## src/hdl/wmf_pkg.sv

```systemverilog
`default_nettype none

package wmf_pkg;

    // Default bin value width and bin count width.
    localparam int VALUE_BITS_DEF = 8;
    localparam int COUNT_BITS_DEF = 8;

    // Widths of the fixed stream fields.
    localparam int SAMPLE_W = 8;
    localparam int MODE_W   = 8;
    localparam int WIN_W    = 8;

    // A histogram row never has more than this many address bits, so the
    // per-row valid flags stay a small register file.
    localparam int ROW_BITS_MAX = 8;

    // Window length after reset.
    localparam logic [WIN_W-1:0] WINDOW_RESET = 8'd16;

    // Control for the update stage of both histogram channels.
    typedef struct packed {
        logic advance;  // the item in the update stage moves on this cycle
        logic last;     // that item closes the window
    } wmf_step_t;

endpackage

`default_nettype wire

```

## src/hdl/wmf_hist_chan.sv

```systemverilog
`default_nettype none

module wmf_hist_chan #(
    parameter int VALUE_BITS = wmf_pkg::VALUE_BITS_DEF,
    parameter int COUNT_BITS = wmf_pkg::COUNT_BITS_DEF
) (
    input  wire                        aclk,
    input  wire                        aresetn,
    input  wire                        rd_en,
    input  wire       [VALUE_BITS-1:0] rd_value,
    input  wire wmf_pkg::wmf_step_t    step,
    output logic      [VALUE_BITS-1:0] mode
);

    localparam int ROW_BITS  = (VALUE_BITS > wmf_pkg::ROW_BITS_MAX) ?
                               wmf_pkg::ROW_BITS_MAX : VALUE_BITS;
    localparam int LANE_BITS = VALUE_BITS - ROW_BITS;
    localparam int LANES     = 1 << LANE_BITS;
    localparam int ROWS      = 1 << ROW_BITS;
    localparam logic [COUNT_BITS-1:0] COUNT_MAX = '1;

    typedef logic [LANES-1:0][COUNT_BITS-1:0] row_word_t;

    // Histogram storage: one row holds the counts of LANES adjacent bins.
    row_word_t mem [ROWS];

    row_word_t             rdata_reg;
    logic [VALUE_BITS-1:0] s1_value_reg;
    logic [ROWS-1:0]       valid_reg;
    logic                  fwd_valid_reg;
    logic [ROW_BITS-1:0]   fwd_row_reg;
    row_word_t             fwd_word_reg;
    logic [VALUE_BITS-1:0] best_val_reg;
    logic [COUNT_BITS-1:0] best_cnt_reg;

    logic [ROW_BITS-1:0]   rd_row;
    logic [ROW_BITS-1:0]   s1_row;
    logic                  fwd_hit;
    row_word_t             base_word;
    row_word_t             new_word;
    logic [COUNT_BITS-1:0] old_cnt;
    logic [COUNT_BITS-1:0] new_cnt;
    logic                  better;
    logic [VALUE_BITS-1:0] best_val_next;
    logic [COUNT_BITS-1:0] best_cnt_next;

    assign rd_row = rd_value[VALUE_BITS-1:LANE_BITS];
    assign s1_row = s1_value_reg[VALUE_BITS-1:LANE_BITS];

    // The row read at acceptance misses a write made on the same edge; the
    // last written row is kept aside and replaces the read data on a match.
    // A row whose valid flag is clear belongs to an earlier window.
    assign fwd_hit = fwd_valid_reg && (fwd_row_reg == s1_row);

    always_comb begin
        if (!valid_reg[s1_row]) begin
            base_word = '0;
        end else if (fwd_hit) begin
            base_word = fwd_word_reg;
        end else begin
            base_word = rdata_reg;
        end
    end

    // Pick the bin out of its row and put the new count back in.
    generate
        if (LANE_BITS > 0) begin : g_lanes
            logic [LANE_BITS-1:0] s1_lane;
            assign s1_lane = s1_value_reg[LANE_BITS-1:0];
            assign old_cnt = base_word[s1_lane];
            always_comb begin
                new_word          = base_word;
                new_word[s1_lane] = new_cnt;
            end
        end else begin : g_single
            assign old_cnt = base_word[0];
            always_comb begin
                new_word    = base_word;
                new_word[0] = new_cnt;
            end
        end
    endgenerate

    // Saturating bin increment.
    assign new_cnt = (old_cnt == COUNT_MAX) ? old_cnt : old_cnt + 1'b1;

    // Running mode: a higher count wins, a tie goes to the larger value.
    assign better = (new_cnt > best_cnt_reg) ||
                    ((new_cnt == best_cnt_reg) && (s1_value_reg > best_val_reg));
    assign best_val_next = better ? s1_value_reg : best_val_reg;
    assign best_cnt_next = better ? new_cnt : best_cnt_reg;
    assign mode          = best_val_next;

    // Row memory with registered read.
    always_ff @(posedge aclk) begin
        if (rd_en) begin
            rdata_reg    <= mem[rd_row];
            s1_value_reg <= rd_value;
        end
        if (step.advance && !step.last) begin
            mem[s1_row] <= new_word;
        end
    end

    // Valid flags, bypass row and best tracker; all cleared at window end.
    always_ff @(posedge aclk) begin
        if (!aresetn) begin
            valid_reg     <= '0;
            fwd_valid_reg <= 1'b0;
            fwd_row_reg   <= '0;
            fwd_word_reg  <= '0;
            best_val_reg  <= '0;
            best_cnt_reg  <= '0;
        end else if (step.advance) begin
            if (step.last) begin
                valid_reg     <= '0;
                fwd_valid_reg <= 1'b0;
                best_val_reg  <= '0;
                best_cnt_reg  <= '0;
            end else begin
                valid_reg[s1_row] <= 1'b1;
                fwd_valid_reg     <= 1'b1;
                fwd_row_reg       <= s1_row;
                fwd_word_reg      <= new_word;
                best_val_reg      <= best_val_next;
                best_cnt_reg      <= best_cnt_next;
            end
        end
    end

`ifndef ASSERT_OFF
    // A window end leaves the tracker empty.
    a_clear_best : assert property (@(posedge aclk) disable iff (!aresetn)
        (step.advance && step.last) |=> (best_cnt_reg == '0 && valid_reg == '0))
        else $error("tracker not cleared at window end");

    // The best count only ever grows inside a window.
    a_best_grows : assert property (@(posedge aclk) disable iff (!aresetn)
        (step.advance && !step.last) |=> (best_cnt_reg >= $past(best_cnt_reg)))
        else $error("best count decreased inside a window");

    // After a counted update the bypass row is the row just written.
    a_fwd_row : assert property (@(posedge aclk) disable iff (!aresetn)
        (step.advance && !step.last) |=> (fwd_valid_reg && fwd_row_reg == $past(s1_row)))
        else $error("bypass row does not follow the last write");
`endif

endmodule

`default_nettype wire

```

## config.mk

```make
export PLATFORM = sky130hd
export DESIGN_NAME = wmf_hist_chan
export DESIGN_NICKNAME = d
export VERILOG_FILES = /design/src/hdl/wmf_pkg.sv /design/src/hdl/wmf_hist_chan.sv
export SDC_FILE = /design/constraint.sdc
export NUM_CORES = 2
export LEC_CHECK = 0
export BUFFER_PORTS_ARGS = -buffer_cell sky130_fd_sc_hd__clkbuf_2
export CORE_MARGIN = 5
export CORE_UTILIZATION = 30
export DETAILED_ROUTE_END_ITERATION = 10
export MAX_ROUTING_LAYER = met4
export SETUP_SLACK_MARGIN = 0.4
export SLEW_MARGIN = 20
export SYNTH_ARGS = -nofsm -noshare
export SYNTH_HDL_FRONTEND = slang
export SYNTH_SLANG_ARGS = --single-unit
```

## constraint.sdc

```tcl
create_clock -name aclk -period 16.6 [get_ports aclk]
set_input_delay 0 -clock aclk [delete_from_list [all_inputs] [get_ports aclk]]
set_output_delay 0 -clock aclk [all_outputs]
set_load 0.01 [all_outputs]
```

Word level (Yosys, flattened, before mapping)
Memories as Yosys holds them, arrays and structs flattened. A register that Yosys moved wholly into a read port is not among the register bits.
Cells that the tools add are included.
- output and inout port bits: 8
- memory bits (writable): 2048
- memories kept: 1
- word-level logic and storage cells: 42
- register bits: 297
- reduce and logical (&&, ||, !) cells: 9
- $lt $le $gt $ge: 4
- eq/ne operators: 3
- add/sub/neg operators: 1
- bitwise operators: 2
- multiplexer cells: 15
- memory list (memory ; words ; width ; read ports ; clocked after Yosys merged registers in ; wr ports ; RTL line ; source):
    mem ; 256 ; 8 ; 1 ; 1 ; 1 ; wmf_hist_chan.sv:25 ; row_word_t mem [ROWS];
- operators with widths (operator ; count):
    256-bit 2-to-1 mux ; 1
    256-bit OR ; 1
    8-bit 2-to-1 mux ; 7
    8-bit == test ; 2
    8-bit greater-than comparator ; 2
    8-bit by 9-bit < comparator with 1-bit output, second input constant ; 1
    8-bit by 1-bit adder with 8-bit output, second input constant ; 1
    1-bit binary-select mux with 8-bit select ; 1
    1-bit demux with 8-bit select ; 1
    8-bit == test, second input constant ; 1
    8-bit by 1-bit greater-or-equal comparator with 1-bit output, second input constant ; 1
    1-bit 2-to-1 mux ; 5
    1-bit logical AND ; 4
    2-bit AND reduction ; 2
    2-bit nonzero test ; 1
    1-bit zero test ; 1
    1-bit logical OR ; 1
    1-bit inverter ; 1

Logic depth before layout (Yosys ltp)
- word-level depth: 11
- gate-level depth with buffers: 32

Worst setup path before layout
Ideal clock, no wire load.
- kind: reg2reg
- start point: reg s1_value_reg[0], in the netlist s1_row[0]
- end point: reg best_val_reg[1]
- library setup time: 0.116 ns
- slack: 4.466 ns
- period minus slack after synthesis: 12.134 ns
- buffers on the path: 6
- stages on the path, launching flop included: 31
- arrival: 12.018 ns
- path through: edfxtp_1 > buf_6 > buf_8 > nor2b_1 > buf_2 > a221oi_1 > a22oi_1 > nand3_1 > a21oi_1 > o31ai_2 > nand2_2 > buf_6 > nor2_1 > ha_1 > inv_1 > nor3_1 > nor2b_1 > clkbuf_1 > nor2_1 > xor2_1 > nor2_1 > ha_1 > a21o_1 > a21o_1 > a21oi_1 > o21ai_0 > o31ai_1 > clkbuf_1 > mux2_2 > a2bb2oi_1 > nor2b_1
- word-level cells in the longest chain between the ends: 11
- elaborated cells on any way between the ends: 16
- those cells by class: add/sub (1); order compare (2); eq/ne (3); mux (7); reduce/logical (3)
- RTL lines (what ; RTL line ; source):
    start: declaration ; wmf_hist_chan.sv:28 ; logic [VALUE_BITS-1:0] s1_value_reg;
    start signal: assignment ; wmf_hist_chan.sv:98 ; s1_value_reg <= rd_value;
    parallel branches: the longest is 8 deep, another holds 8-bit by 1-bit adder with 8-bit output ; - ;
    1-bit logical OR (*) ; wmf_hist_chan.sv:88 ; assign better = (new_cnt > best_cnt_reg) ||
    8-bit 2-to-1 mux (*) ; wmf_hist_chan.sv:90 ; assign best_val_next = better ? s1_value_reg : best_val_reg;
    net mode[1] ; wmf_hist_chan.sv:12 ; output logic [VALUE_BITS-1:0] mode
    8-bit 2-to-1 mux (*) ; wmf_hist_chan.sv:115 ; if (step.last) begin
    end signal: assignment ; wmf_hist_chan.sv:125 ; best_val_reg <= best_val_next;
    end: declaration ; wmf_hist_chan.sv:33 ; logic [VALUE_BITS-1:0] best_val_reg;
Mark *: on every way through the listed nets, which the timed path passes. The select of a mux whose other input is x is not followed.
A chain may end at the register's enable or synchronous reset.

Final worst setup path
- start point: reg s1_value_reg[1], in the netlist s1_row[1]
- end point: out mode[7]
- word-level cells in the longest chain between the ends: 10
- elaborated cells on any way between the ends: 15
- those cells by class: add/sub (1); order compare (2); eq/ne (3); mux (6); reduce/logical (3)
- RTL lines (what ; RTL line):
    parallel branches: the longest is 8 deep, another holds 8-bit by 1-bit adder with 8-bit output ; -
    1-bit logical OR (*) ; wmf_hist_chan.sv:88
    8-bit 2-to-1 mux (*) ; wmf_hist_chan.sv:90
    end: declaration ; wmf_hist_chan.sv:12
Mark *: on every way between the ends. The select of a mux whose other input is x is not followed.

==> results.yml <==
final_layout:
  largest_reg_flops: 2048
  area_growth_pct: 14.2
  fillers: 28423
  regArea_um2: 67800
  nets: 4652
  layout-drive-gt1-share_pct: 28.2
  multi_input_area_um2: 23100
sta:
  min_period_over_period_pct: 50.4
  setup_viol: 0
  worst_slew_pin_slew_ns: 1.17
  slew_violations: 0
  fin_skew_ns: 0.0568
  hold_ws_ns: 0.253
  slew-limit-headroom_pct: 21.5
  finalHoldViolations: 0
  fmax_mhz: 119
  tns_ns: 0
  fin_crit_ns: 8.37
  grt_setup_unrepaired: "false"
drt:
  ant_nets: 0
  route.vias.total: 45030
  drtIter0Drc: 5105
  drc_errors: 0
  drt_wl_total_mm: 230
  drt-wirelength-per-cell_um: 25.8
  dr.pass1.iters: 6
  vias_per_cell: 5.05
die:
  core.rowCount: 203
  die_h_um: 563
  core_area_um2: 305000
  dieArea_um2: 317000
  die_w_um: 563
  ios: 21
  start_util_pct: 30.1
place:
  dpl.hpwl_mm: 139
  numPortBuffers: 20
  place.gp.congestion: 0.882
grt:
  grt_usage_pct: 14.7
  antenna_found_initial: 6
  grt_pass1_wl_mm: 334
  grt_max_degree: 258
  gr-total-overflow: 0
  grt_pass1_vias: 45088
clock_network:
  cts_num_sinks: 2353
  cts_htree_levels: 4
  tritoncts: "yes"
  cts_made_buffers: 224
  clkLatencyLatePin_ns: 0.87
  cts_max_path_buffers: 3
  clk_pin_slew_worst_paths_ns: 0.07
  root_buffer: "clkbuf_16"
critical_path:
  critPathLaunchType: "flop"
  r2r_end: "mem[93][2]"
  rrSetupSlack_ns: 8.61
  worstPathRequired_ns: 16.60
  startpoint: "s1_row[1]"
  worstReg2RegStart: "s1_row[1]"
  worst-path-max-fanout: 46
  endpoint_kind: "primary output"
  critPathArrivalTime_ns: 8.37
  worst_r2r_path_depth: 18
  path_cells: "buf_4 > buf_4 > mux4_2 > a22oi_1 > nand3_1 > a21oi_1 > o31ai_2 > nand2_2 > nor2_1 > ha_1 > inv_1 > nor3_1 > nor2b_1 > xnor2_1 > nor2b_1 > ha_1 > nand2b_1 > a21o_1 > a21o_1 > a21oi_1 > o21ai_0 > o31ai_4 > mux2_2 > clkbuf_2"
  crit_path_end: "mode[7]"
  cp_slowest_stage_delay_ns: 0.66
  timing_worst_setup_path_type: "reg -> out"
  slowest_stage: "buf_4"
synth:
  ys_top_cells_by_area: "edfxtp_1 67%, mux4_2 18%, dfxtp_1 6.3%"
  synth-edff-count: 2064
  synth-seq-area-share_pct: 73.8
  synth_top_area_cell: "edfxtp_1"
  synth_common_cells: "2,064 x edfxtp_1, 732 x mux4_2, 289 x dfxtp_1"
  ys.flop_type: "edfxtp_1"
  synthCells: 4498
  synth_top_area_share_pct: 67.5
  syn_area_um2: 91800
  synth_nets: 4528
  yosysMostFrequentCell: "edfxtp_1"
  synth.distinct_cells: 61
  avgSynthCellArea_um2: 20.4
  synth-seq-cells: 2353
  yosys_warnings: 0
  async_reset_ff_share_pct: 0
job:
  drv_cap: 0
power:
  ir_drop_mv: 0.119
  internal-power_uw: 9760
  p_clk_share_pct: 40.3
  switchingPower_uw: 2830
  pwr-share-seq_pct: 52.8
  power_leakage_uw: 0.0319
  power.density_nw_per_um2: 120
  combPwrFrac_pct: 6.9
  power.share.switching_pct: 22.5
run_status:
  status: "complete, no violations"
hold_path:
  min_path_type: "in -> reg"
==> power groups by stage <==
stage | sequential, µW | combinational (µW) | clock [µW]
2_1_floorplan | 6840 | 517 | 0
3_3_place_gp | 6770 | 848 | 0
3_5_place_dp | 6770 | 873 | 0
4_1_cts | 6650 | 877 | 5170
5_1_grt | 6640 | 925 | 5410
6_report | 6640 | 866 | 5080
==> repair_timing <==
item,in CTS,in global routing
hold buffers,11,0
hold endpoints to repair,194,0
endpoints found under the setup margin,0,0
setup buffers,0,0
gates resized for setup,0,0
==> area by class of cell <==
type | instances | area share, %
sequential | 2353 | 64.6
multi-input combinational | 1841 | 22.0
clock buffer | 299 | 5.84
tap | 4100 | 4.89
timing repair buffer | 180 | 1.44
clock inverter | 123 | 1.13
inverter | 22 | 0.100
antenna | 3 | 0.00716
==> placed cells by master, fill, tap and decap left out, drive strengths merged, types with 3 or more instances in the layout <==
| cell | count |
|---|---|
| edfxtp | 2064 |
| mux4 | 732 |
| clkbuf | 314 |
| dfxtp | 289 |
| nor2b | 280 |
| nor2 | 274 |
| a21oi | 266 |
| buf | 154 |
| clkinv | 94 |
| nand2 | 52 |
| mux2i | 30 |
| inv | 27 |
| mux2 | 24 |
| nand3 | 24 |
| ha | 17 |
| bufinv | 16 |
| o21ai | 14 |
| dlygate4sd3 | 11 |
| a22o | 10 |
| nor3 | 10 |
| xnor2 | 9 |
| a21boi | 9 |
| clkinvlp | 8 |
| nand2b | 7 |
| a2bb2oi | 7 |
| nand4 | 7 |
| o22ai | 6 |
| a221oi | 6 |
| o31ai | 6 |
| a22oi | 5 |
| a21o | 4 |
| diode | 3 |
| or2 | 3 |
| o31a | 3 |
| a211oi | 3 |
| o2bb2ai | 3 |
| a31oi | 3 |
| and3 | 3 |
==> logic make-up after synthesis <==
logic type | count (synthesis) | share of synthesized area (%)
xor gates and xnor gates | 11 | 0.105
and+or+nand+nor | 667 | 3.64
AOI/OAI and AO/OA | 360 | 2.24
DFF | 2353 | 73.8
adders and majority gates | 17 | 0.232
muxes | 786 | 18.6
buffers and inverters | 304 | 1.42
==> how the worst min path moves through the flow <==
stage / startpoint / to / slack (ns) / cells past startpoint
2_1_floorplan: step[0] / fwd_valid_reg / 0.09 / 1
3_3_place_gp: rd_value[7] / s1_row[7] / 0.37 / 1
3_5_place_dp: step[0] / fwd_valid_reg / 0.37 / 2
4_1_cts: rd_value[7] / s1_row[7] / 0.18 / 2
5_1_grt: rd_value[7] / s1_row[7] / 0.22 / 2
6_report: rd_value[0] / s1_row[0] / 0.25 / 2
==> worst max-delay path, delay by kind of cell, from the launching register on <==
kind | cells | cell delay [ns]
fa+ha+maj | 2 | 0.58
mux | 2 | 0.83
simple gates | 7 | 2.14
compound gates | 8 | 1.72
xor+xnor | 1 | 0.19
flops | 1 | 0.33
buf+inv | 4 | 1.65
==> metal layers <==
| metal | track usage [%] | vias up | share of wire, % |
|---|---|---|---|
| met5 | - | - | 0 |
| met4 | 3.80 | 0 | 2.4 |
| met3 | 2.55 | 348 | 6.6 |
| met2 | 23.1 | 1527 | 48 |
| met1 | 20.0 | 24519 | 43 |
| li1 | - | 18636 | - |
==> per-stage QoR <==
stage          worst slack [ns]  instance area (µm²)  instances  total power (µW)  utilization, %
3_5_place_dp               8.69                97300       8482              7650            31.9
5_1_grt                    7.79               105000       8919             13000            34.4
6_report                   8.23               105000       8921             12600            34.4
3_3_place_gp               8.86                97200       8481              7620            31.8
4_1_cts                    8.27               105000       8915             12700            34.3
2_1_floorplan              4.47                91800       4498              7350               -
No activity file was read; power rests on OpenSTA's default activity.
